<file path="config.mk">
export PLATFORM = sky130hd
export DESIGN_NAME = preamble_frame_receiver_crc16
export DESIGN_NICKNAME = d
export VERILOG_FILES = /design/src/rtl/core/prfr_pkg.sv /design/src/rtl/core/prfr_crc_update.sv /design/src/rtl/core/preamble_frame_receiver_crc16.sv
export SDC_FILE = /design/constraint.sdc
export NUM_CORES = 1
export LEC_CHECK = 0
export BUFFER_PORTS_ARGS = -buffer_cell sky130_fd_sc_hd__buf_4
export CAP_MARGIN = 20
export CORE_ASPECT_RATIO = 0.8
export CORE_MARGIN = 8
export CORE_UTILIZATION = 60
export DETAILED_ROUTE_END_ITERATION = 16
export PLACE_DENSITY_LB_ADDON = 0.08
export RECOVER_POWER = 100
export SYNTH_ARGS = -nofsm -noshare
export SYNTH_HDL_FRONTEND = slang
export SYNTH_SLANG_ARGS = --single-unit
</file>
<file path="constraint.sdc">
create_clock -name clk -period 16.41 [get_ports clk]
set_input_delay 0.8205 -clock clk [delete_from_list [all_inputs] [get_ports clk]]
set_output_delay 0.8205 -clock clk [all_outputs]
set_load 0.01 [all_outputs]
</file>
<file path="src/rtl/core/prfr_pkg.sv">
// ----------------------------------------------------------------------------
// prfr_pkg: shared definitions for the preamble frame receiver
// Holds the frame constants, the result layout and the CRC-16 table function.
// ----------------------------------------------------------------------------
`default_nettype none

package prfr_pkg;

  localparam int unsigned MAX_FRAME     = 64;
  // A frame adds eight bytes of overhead to the length field.
  localparam int unsigned FRAME_OVERHEAD = 8;
  localparam logic [16:0] OVERSIZE_LIMIT = 17'(MAX_FRAME - FRAME_OVERHEAD);

  localparam logic [7:0]  PREAMBLE_BYTE = 8'hAA;
  localparam logic [15:0] CRC_INIT      = 16'hFFFF;
  localparam logic [15:0] CRC_POLY      = 16'h1021;

  localparam int unsigned RESULT_W = 80;

  typedef struct packed {
    logic        oversize;
    logic        checksum_ok;
    logic [31:0] first_data_word;
    logic [15:0] payload_length;
    logic [15:0] status_word;
    logic [7:0]  command_id;
  } result_t;

  // MSB-first remainder of idx << 8 by the CCITT polynomial.
  function automatic logic [15:0] crc_table_entry(input logic [7:0] idx);
    logic [15:0] c;
    c = {idx, 8'h00};
    for (int b = 0; b < 8; b++) begin
      if (c[15]) begin
        c = {c[14:0], 1'b0} ^ CRC_POLY;
      end else begin
        c = {c[14:0], 1'b0};
      end
    end
    return c;
  endfunction

endpackage

`default_nettype wire

</file>
<file path="src/rtl/core/prfr_crc_update.sv">
// ----------------------------------------------------------------------------
// prfr_crc_update: one-byte CRC-16 fold
// Folds one byte into the running checksum with a table lookup and a shift.
// ----------------------------------------------------------------------------
`default_nettype none

module prfr_crc_update (
  input  wire logic [15:0] crc_in,
  input  wire logic [7:0]  data,
  output logic      [15:0] crc_out
);

  logic [7:0] idx;

  assign idx     = crc_in[7:0] ^ data;
  assign crc_out = prfr_pkg::crc_table_entry(idx) ^ {8'h00, crc_in[15:8]};

endmodule

`default_nettype wire

</file>
<file path="src/rtl/core/preamble_frame_receiver_crc16.sv">
// ----------------------------------------------------------------------------
// preamble_frame_receiver_crc16: byte-stream deframer with CRC-16 check
// Finds the preamble, parses command, length and body, checks the CRC and
// reports one summary per frame.
// ----------------------------------------------------------------------------
// Pipeline: each accepted byte is held in the input register and parsed from
//   there; a frame's result is then loaded into the result register.
// Throughput: one byte per cycle. Only the byte that closes a frame waits for
//   the result register, and only while the previous result is still stalled.
// Reset (rst, synchronous, active high) empties both registers and returns
//   the parser to the start of the preamble hunt with the CRC at 0xFFFF.
// ----------------------------------------------------------------------------
`default_nettype none

module preamble_frame_receiver_crc16 (
  input  wire logic        clk,
  input  wire logic        rst,
  // Input stream: one received byte per request.
  input  wire logic        s_tvalid,
  output logic             s_tready,
  input  wire logic [7:0]  s_tdata,   // [7:0] rx_byte
  // Result stream: one request per completed frame.
  output logic             m_tvalid,
  input  wire logic        m_tready,
  // [7:0] command_id, [23:8] status_word, [39:24] payload_length,
  // [71:40] first_data_word, [72] checksum_ok, [73] oversize, [79:74] zero
  output logic      [79:0] m_tdata
);

  typedef enum logic [2:0] {
    HUNT0, HUNT1, HUNT2, CMD, LENLO, LENHI, BODY, CRC
  } phase_t;

  // Input register.
  logic        in_valid;
  logic [7:0]  in_byte;

  // Result register.
  logic                 out_valid;
  prfr_pkg::result_t    out_result;

  // Parser state.
  phase_t      phase, phase_next;
  logic [15:0] byte_count, byte_count_next;
  logic [15:0] running_crc, running_crc_next;
  logic [15:0] frame_length, frame_length_next;
  logic [7:0]  frame_command, frame_command_next;
  logic [15:0] frame_status, frame_status_next;
  logic [31:0] data_word, data_word_next;
  logic [7:0]  received_crc_low, received_crc_low_next;

  logic              emit;
  prfr_pkg::result_t result_next;
  logic [15:0]       crc_fold;
  logic [15:0]       count_inc;
  logic [15:0]       length_full;
  logic              out_free;
  logic              process;

  // The result register is free when empty or being drained this cycle. Only
  // the byte that closes a frame needs it free; every other byte is parsed
  // regardless, so a stalled result does not hold back the rest of a frame.
  assign out_free = !out_valid || m_tready;
  assign process  = in_valid && (out_free || !emit);
  assign s_tready = !in_valid || process;

  assign m_tvalid = out_valid;
  assign m_tdata  = {6'b0, out_result};

  prfr_crc_update u_crc (
    .crc_in  (running_crc),
    .data    (in_byte),
    .crc_out (crc_fold)
  );

  assign count_inc   = byte_count + 16'd1;
  assign length_full = {in_byte, frame_length[7:0]};

  always_comb begin
    phase_next            = phase;
    byte_count_next       = byte_count;
    running_crc_next      = running_crc;
    frame_length_next     = frame_length;
    frame_command_next    = frame_command;
    frame_status_next     = frame_status;
    data_word_next        = data_word;
    received_crc_low_next = received_crc_low;
    emit                  = 1'b0;

    result_next.command_id      = frame_command;
    result_next.status_word     = frame_status;
    result_next.payload_length  = frame_length;
    result_next.first_data_word = data_word;
    result_next.checksum_ok     = ({in_byte, received_crc_low} == running_crc);
    result_next.oversize        = ({1'b0, frame_length} > prfr_pkg::OVERSIZE_LIMIT);

    case (phase)
      HUNT0, HUNT1, HUNT2: begin
        if (in_byte == prfr_pkg::PREAMBLE_BYTE) begin
          running_crc_next = crc_fold;
          phase_next       = phase_t'(phase + 3'd1);
        end else begin
          // A stray byte is dropped and the hunt starts over.
          phase_next       = HUNT0;
          running_crc_next = prfr_pkg::CRC_INIT;
        end
      end
      CMD: begin
        running_crc_next   = crc_fold;
        frame_command_next = in_byte;
        phase_next         = LENLO;
      end
      LENLO: begin
        running_crc_next  = crc_fold;
        frame_length_next = {8'h00, in_byte};
        phase_next        = LENHI;
      end
      LENHI: begin
        running_crc_next  = crc_fold;
        frame_length_next = length_full;
        byte_count_next   = '0;
        // An empty body goes straight to the CRC bytes.
        phase_next        = (length_full == 16'd0) ? CRC : BODY;
      end
      BODY: begin
        running_crc_next = crc_fold;
        case (byte_count)
          16'd0:   frame_status_next[7:0]  = in_byte;
          16'd1:   frame_status_next[15:8] = in_byte;
          16'd2:   data_word_next[7:0]     = in_byte;
          16'd3:   data_word_next[15:8]    = in_byte;
          16'd4:   data_word_next[23:16]   = in_byte;
          16'd5:   data_word_next[31:24]   = in_byte;
          default: ;
        endcase
        if (count_inc >= frame_length) begin
          byte_count_next = '0;
          phase_next      = CRC;
        end else begin
          byte_count_next = count_inc;
        end
      end
      default: begin
        // CRC phase: low byte first, then the high byte closes the frame.
        if (byte_count == 16'd0) begin
          received_crc_low_next = in_byte;
          byte_count_next       = 16'd1;
        end else begin
          emit                  = 1'b1;
          phase_next            = HUNT0;
          running_crc_next      = prfr_pkg::CRC_INIT;
        end
      end
    endcase

    // Any return to the hunt clears every frame field.
    if (phase_next == HUNT0) begin
      byte_count_next       = '0;
      frame_length_next     = '0;
      frame_command_next    = '0;
      frame_status_next     = '0;
      data_word_next        = '0;
      received_crc_low_next = '0;
    end
  end

  always_ff @(posedge clk) begin
    if (rst) begin
      in_valid         <= 1'b0;
      out_valid        <= 1'b0;
      phase            <= HUNT0;
      byte_count       <= '0;
      running_crc      <= prfr_pkg::CRC_INIT;
      frame_length     <= '0;
      frame_command    <= '0;
      frame_status     <= '0;
      data_word        <= '0;
      received_crc_low <= '0;
    end else begin
      if (s_tvalid && s_tready) begin
        in_valid <= 1'b1;
        in_byte  <= s_tdata;
      end else if (process) begin
        in_valid <= 1'b0;
      end

      if (process) begin
        phase            <= phase_next;
        byte_count       <= byte_count_next;
        running_crc      <= running_crc_next;
        frame_length     <= frame_length_next;
        frame_command    <= frame_command_next;
        frame_status     <= frame_status_next;
        data_word        <= data_word_next;
        received_crc_low <= received_crc_low_next;
      end

      if (process && emit) begin
        out_valid  <= 1'b1;
        out_result <= result_next;
      end else if (m_tready) begin
        out_valid  <= 1'b0;
      end
    end
  end

endmodule

`default_nettype wire

</file>
# [Yosys cells after proc, flatten, opt, wreduce, memory -nomap -nowiden]
# Index checks and enable logic that the tools add are counted.
[totals] word_cells=140 output_inout_bits=82 inputBits=12 register_bits=199
[op_classes] muxes=42 order_cmp=2 n_reduce_logical=44 addsub=2 bitwise=11 n_eq_ne=17
[op_table] op="two-way mux 16 bit" n=8
[op_table] op="two-way mux 13 bit" n=8
[op_table] op="two-way mux 8 bit" n=10
[op_table] op="two-way mux 32 bit" n=2
[op_table] op="one-hot mux 16 bit (2 select lines)" n=2
[op_table] op="one-hot mux 16 bit (3 select lines)" n=1
[op_table] op="equality test 16 x 2 -> 1 bit (second input constant)" n=2
[op_table] op="equality test 16 x 3 -> 1 bit (second input constant)" n=2
[op_table] op="logical NOT 16 bit" n=2
[op_table] op="AND reduction 3 bit" n=9
[op_table] op="inverter 3 bit" n=8
[op_table] op="nonzero test 2 bit" n=11
[op_table] op="adder 16 x 1 -> 16 bit (second input constant)" n=1
[op_table] op="equality test 16 x 1 -> 1 bit (second input constant)" n=1
[op_table] op="equality test 16 bit" n=1
[op_table] op="greater-or-equal comparator 16 bit" n=1
[op_table] op="> comparator 16 x 6 -> 1 bit (second input constant)" n=1
[op_table] op="XOR 16 x 8 -> 16 bit" n=1
[op_table] op="one-hot mux 3 bit (5 select lines)" n=1
[op_table] op="AND reduction 2 bit" n=5
[op_table] op="equality test 3 bit (second input constant)" n=3
[op_table] op="two-way mux 3 bit" n=3
[op_table] op="equality test 8 bit (second input constant)" n=1
[op_table] op="XOR 8 bit" n=1
[op_table] op="other kinds (18)" n=33

# [Longest topological paths before layout]
[depth] depth_word=20 depth_mapped=17 mapped_depth_nobuf=15

# [Hierarchy]
# A second synthesis with hierarchy kept.
[unflattened] hier_cells=744 area_unflattened_um2=8529.4
[by_module_without_submodules] module="preamble_frame_receiver_crc16" seq_area_each_um2=4804.6 instances=1 cells_each=719 area_each_um2=8142.8
[by_module_without_submodules] module="prfr_crc_update" seq_area_each_um2=0.0 instances=1 cells_each=25 area_each_um2=386.6

# [Worst setup path after synthesis]
# No wires, ideal clock.
[synth_path] path_type="reg2reg" from="register phase[0]" to="register out_result, in the netlist m_tdata[0], enable pin" period_less_slack_ps=7116 path_stages_with_launch=8 path_buffers=1 setup_ps=599 t_arrival_ps=6517 setup_slack_ps=9294 required_time_ps=15811 path_cell_list="dfxtp_1 -> inv_1 -> ha_1 -> nor3_4 -> nor2b_1 -> buf_2 -> nand2_1 -> nor3_1"
[synth_via] elab_chain_len=8 word_cells_on_any_way=14 cone_classes="eq/ne: 6; mux: 1; reduce/logical: 7"
[synth_rtl] element="from (decl)" line="preamble_frame_receiver_crc16.sv:43" rtl="phase_t phase, phase_next;"
[synth_rtl] element="from (signal assigned)" line="preamble_frame_receiver_crc16.sv:188" rtl="phase <= phase_next;"
[synth_rtl] element="equality test 3 bit (tied with other cells)" line="preamble_frame_receiver_crc16.sv:97" rtl="case (phase)"
[synth_rtl] element="OR reduction 7 bit (no source line) *"
[synth_rtl] element="two-way mux 1 bit *" line="preamble_frame_receiver_crc16.sv:97"
[synth_rtl] element="logical NOT 1 bit" line="preamble_frame_receiver_crc16.sv:64" rtl="assign process = in_valid && (out_free || !emit);"
[synth_rtl] element="logical OR 1 bit" line="preamble_frame_receiver_crc16.sv:64"
[synth_rtl] element="logical AND 1 bit" line="preamble_frame_receiver_crc16.sv:64"
[synth_rtl] element="logical AND 1 bit *" line="preamble_frame_receiver_crc16.sv:198" rtl="if (process && emit) begin"
[synth_rtl] element="AND reduction 2 bit (no source line) *"
[synth_rtl] element="to (signal assigned)" line="preamble_frame_receiver_crc16.sv:200" rtl="out_result <= result_next;"
[synth_rtl] element="to (decl)" line="preamble_frame_receiver_crc16.sv:40" rtl="prfr_pkg::result_t out_result;"
# Mark *: on every way between the ends. The rest lies on a longest branch, timed or not.
# A chain may end at the register's enable or synchronous reset.

# [Worst setup path in the final report]
[layout_path] from="register phase[0]" to="register out_result, in the netlist m_tdata[38], enable pin"
# Same word-level chain as after synthesis.

==> results.md <==
* Status: complete, but fails checks
* Failing checks: capacitance limit, slew limit
* CP max FO at 74
* # rows at 38
* Share of layout cells above drive strength 1 at 0.0652
* Number of enable flip-flop cells after synthesis at 82
* Hold EP: m_tdata[68]
* Placement Cell Area at 0.00896 mm²
* H-tree levels at 4
* Max clock buf depth at 2
* Worst Hold Launch: data_word[28]
* Req. time, crit path at 16.01 ns
* RSZ-0062 raised after global routing: no
* Setup_tns at 0 ns
* Yosys top cell by area: edfxtp_1
* Fin area at 0.00920 mm²
* CTS tree: done
* DP Wirelength at 13000 µm
* CP arrival at 5.94 ns
* Drc violations at 0
* Vias in the first global route at 5607
* Post-synth top cells: dfxtp_1, edfxtp_1, inv_1
* Final setup margin at 10.06 ns
* Clock transition at the registers of the reported paths at 0.07 ns
* R2R depth at 8
* Switching pwr at 0.216 mW
* Seq/Total Area, Yosys at 0.583
* Kind of critical path: reg -> reg
* Routed len/inst at 18.9 µm
* Placed insts at 974
* Layout Skew at 0.00875 ns
* Initial Util at 0.610
* Lkg Pwr at 3.04 nW
* Yosys cell types at 60
* Share of the synthesized area in the top cell type at 0.300
* Diode count at 0
* Postcts setup bufs at 0
* Syn. warnings at 0
* Worst slack, placed at 12.00 ns
* Placer congestion estimate at 0.933
* Fin. max-slew vios at 94
* PwrDens at 103 mW/mm²
* Worst VDD drop at 70.1 µV
* CTS sink cnt at 198
* CP Launch Type: register
* Worst min path class: reg -> reg
* Worst slew margin at -1.62
* Share of flip-flops with an asynchronous set or reset at 0
* Final Cycle Share at 0.387
* Sw Share at 0.229
* Fin cells at 1008
* Root Driver: clkbuf_16
* Int Pwr at 0.729 mW
* I/O pins at 94
* Total of max-cap violations at 2
* Pin count of the biggest net entering global routing at 88
* Die Width at 147 µm
* Initial antenna violation count at 0
* Worst-Skew Late Latency at 0.43 ns
* Final Hold Violating Endpoints at 0
* Mapped Avg Cell Area at 11.2 µm²
* Prevailing post-synth register cell: dfxtp_1
* Core area at 0.0135 mm²
* Reg2reg end: m_tdata[38]
* Synth Cell Area at 0.00821 mm²
* Top cells by area, synth: edfxtp_1, dfxtp_1, ha_1, a22o_1, xnor2_1
* Hold depth at 0
* DR vias at 5875
* Beginning of the critical path: phase[0]
* Cells after Synth at 731
* Final setup viols at 0
* Achievable Freq at 0.158 GHz
* Wirelength, routed at 19000 µm
* P&R area growth vs syn at 12.1%
* Post-CTS Resized at 0
* Cts bufs inserted at 17
* Gr ovfl total at 0
* DRT iter0 DRCs at 541
* Chip Height at 121 µm
* Total die area at 0.0177 mm²
* First-pass GRT wire length at 29900 µm
* Vias per cell at 5.83
* Post-CTS Hold Buffers at 0
* Synthesized flop and latch total at 198
* Logic pwr share at 0.034
* R2R Setup Slk at 10.06 ns
* Layout net count at 852
* Antenna-violating nets left at 0
* Worst slew pin tran at 3.93 ns
* Drt first pass iters at 5
* Cell with the most instances after synthesis: dfxtp_1
* Worst reg2reg path startpoint: phase[0]
* Min Tclk post-route at 6.35 ns
* Share of power burned in registers at 0.544
* CP Capture Type: register
* Buffers on Ports at 87
* GRT Resource Usage Total at 0.212
* Clock group share of total power at 0.423
-- per-stage QoR --
step / total power, mW / hold slack [ns] / util
2_1_floorplan: 0.547 / 0.408 / -
3_3_place_gp: 0.556 / 0.414 / 0.666
3_5_place_dp: 0.557 / 0.414 / 0.666
4_1_cts: 0.949 / 0.424 / 0.708
5_1_grt: 0.972 / 0.438 / 0.684
6_report: 0.945 / 0.424 / 0.684
-- worst max path at each step --
stage / cells after the start / endpoint
CTS: 15 / byte_count[0]
floorplan: 7 / m_tdata[0]
global route: 8 / m_tdata[38]
detailed placement: 15 / byte_count[0]
global placement: 15 / byte_count[0]
finish: 8 / m_tdata[38]
-- flip-flops by register name, summed over array words and instances (netlist names) --
name              count
byte_count           16
data_word            32
frame_command         8
frame_length         16
frame_status         16
in_byte               8
in_valid              1
m_tdata              74
m_tvalid              1
phase                 3
received_crc_low      8
running_crc          15
-- cell type report --
cell class                      count  area [µm²]
Inverter                           48         180
Clock buffer                       21         460
Sequential cell                   198        4780
Multi-Input combinational cell    459        3050
Timing Repair Buffer               91         387
Clock inverter                     11         111
Tap cell                          180         225
Fill cell                        1096        4250
-- placed cells by master, fill, tap and decap left out, types with 25 or more instances in the layout --
master and count:
a21oi_1 44, a22o_1 32, clkbuf_1 81, dfxtp_1 116, edfxtp_1 82, ha_1 25
inv_1 48, nand2_1 33, nand3_1 30, nor2_1 33, o21ai_0 25, xnor2_1 27
-- power by group through the flow --
| stage | Sequential [mW] | Clock [mW] | Combinational [mW] |
|---|---|---|---|
| 2_1_floorplan | 0.523 | 0 | 0.0243 |
| 3_3_place_gp | 0.525 | 0 | 0.0307 |
| 3_5_place_dp | 0.525 | 0 | 0.0315 |
| 4_1_cts | 0.514 | 0.404 | 0.0318 |
| 5_1_grt | 0.514 | 0.424 | 0.0345 |
| 6_report | 0.514 | 0.400 | 0.0317 |
-- critical path, stage by stage, from the launching register on --
cell and delay, ns:
dfxtp_1 0.43, inv_1 0.12, ha_1 0.27, nor3_1 0.53, nor2b_1 0.56, nand2_1 0.20
o21ai_0 1.78, nor3_2 0.05, clkbuf_1 1.46
-- kinds of logic (layout without fill, tap and decap cells) --
group / count (synthesis) / in the layout / synth area share
AOI/OAI and AO/OA: 169 / 169 / 0.142
and+or+nand+nor: 210 / 210 / 0.141
other: 1 / 6 / 0.000457
DFF: 198 / 198 / 0.583
xor gates and xnor gates: 49 / 49 / 0.0523
adders and majority gates: 25 / 25 / 0.0381
buffers and inverters: 79 / 171 / 0.0425
-- routing by layer --
layer	up-vias	global-route usage	wire, µm
met4	0	0.0604	166
met2	242	0.322	8520
met5	-	0	0
met3	18	0.0553	1470
li1	2819	-	-
met1	2796	0.293	8850
Power figures use the tool's default switching activity.
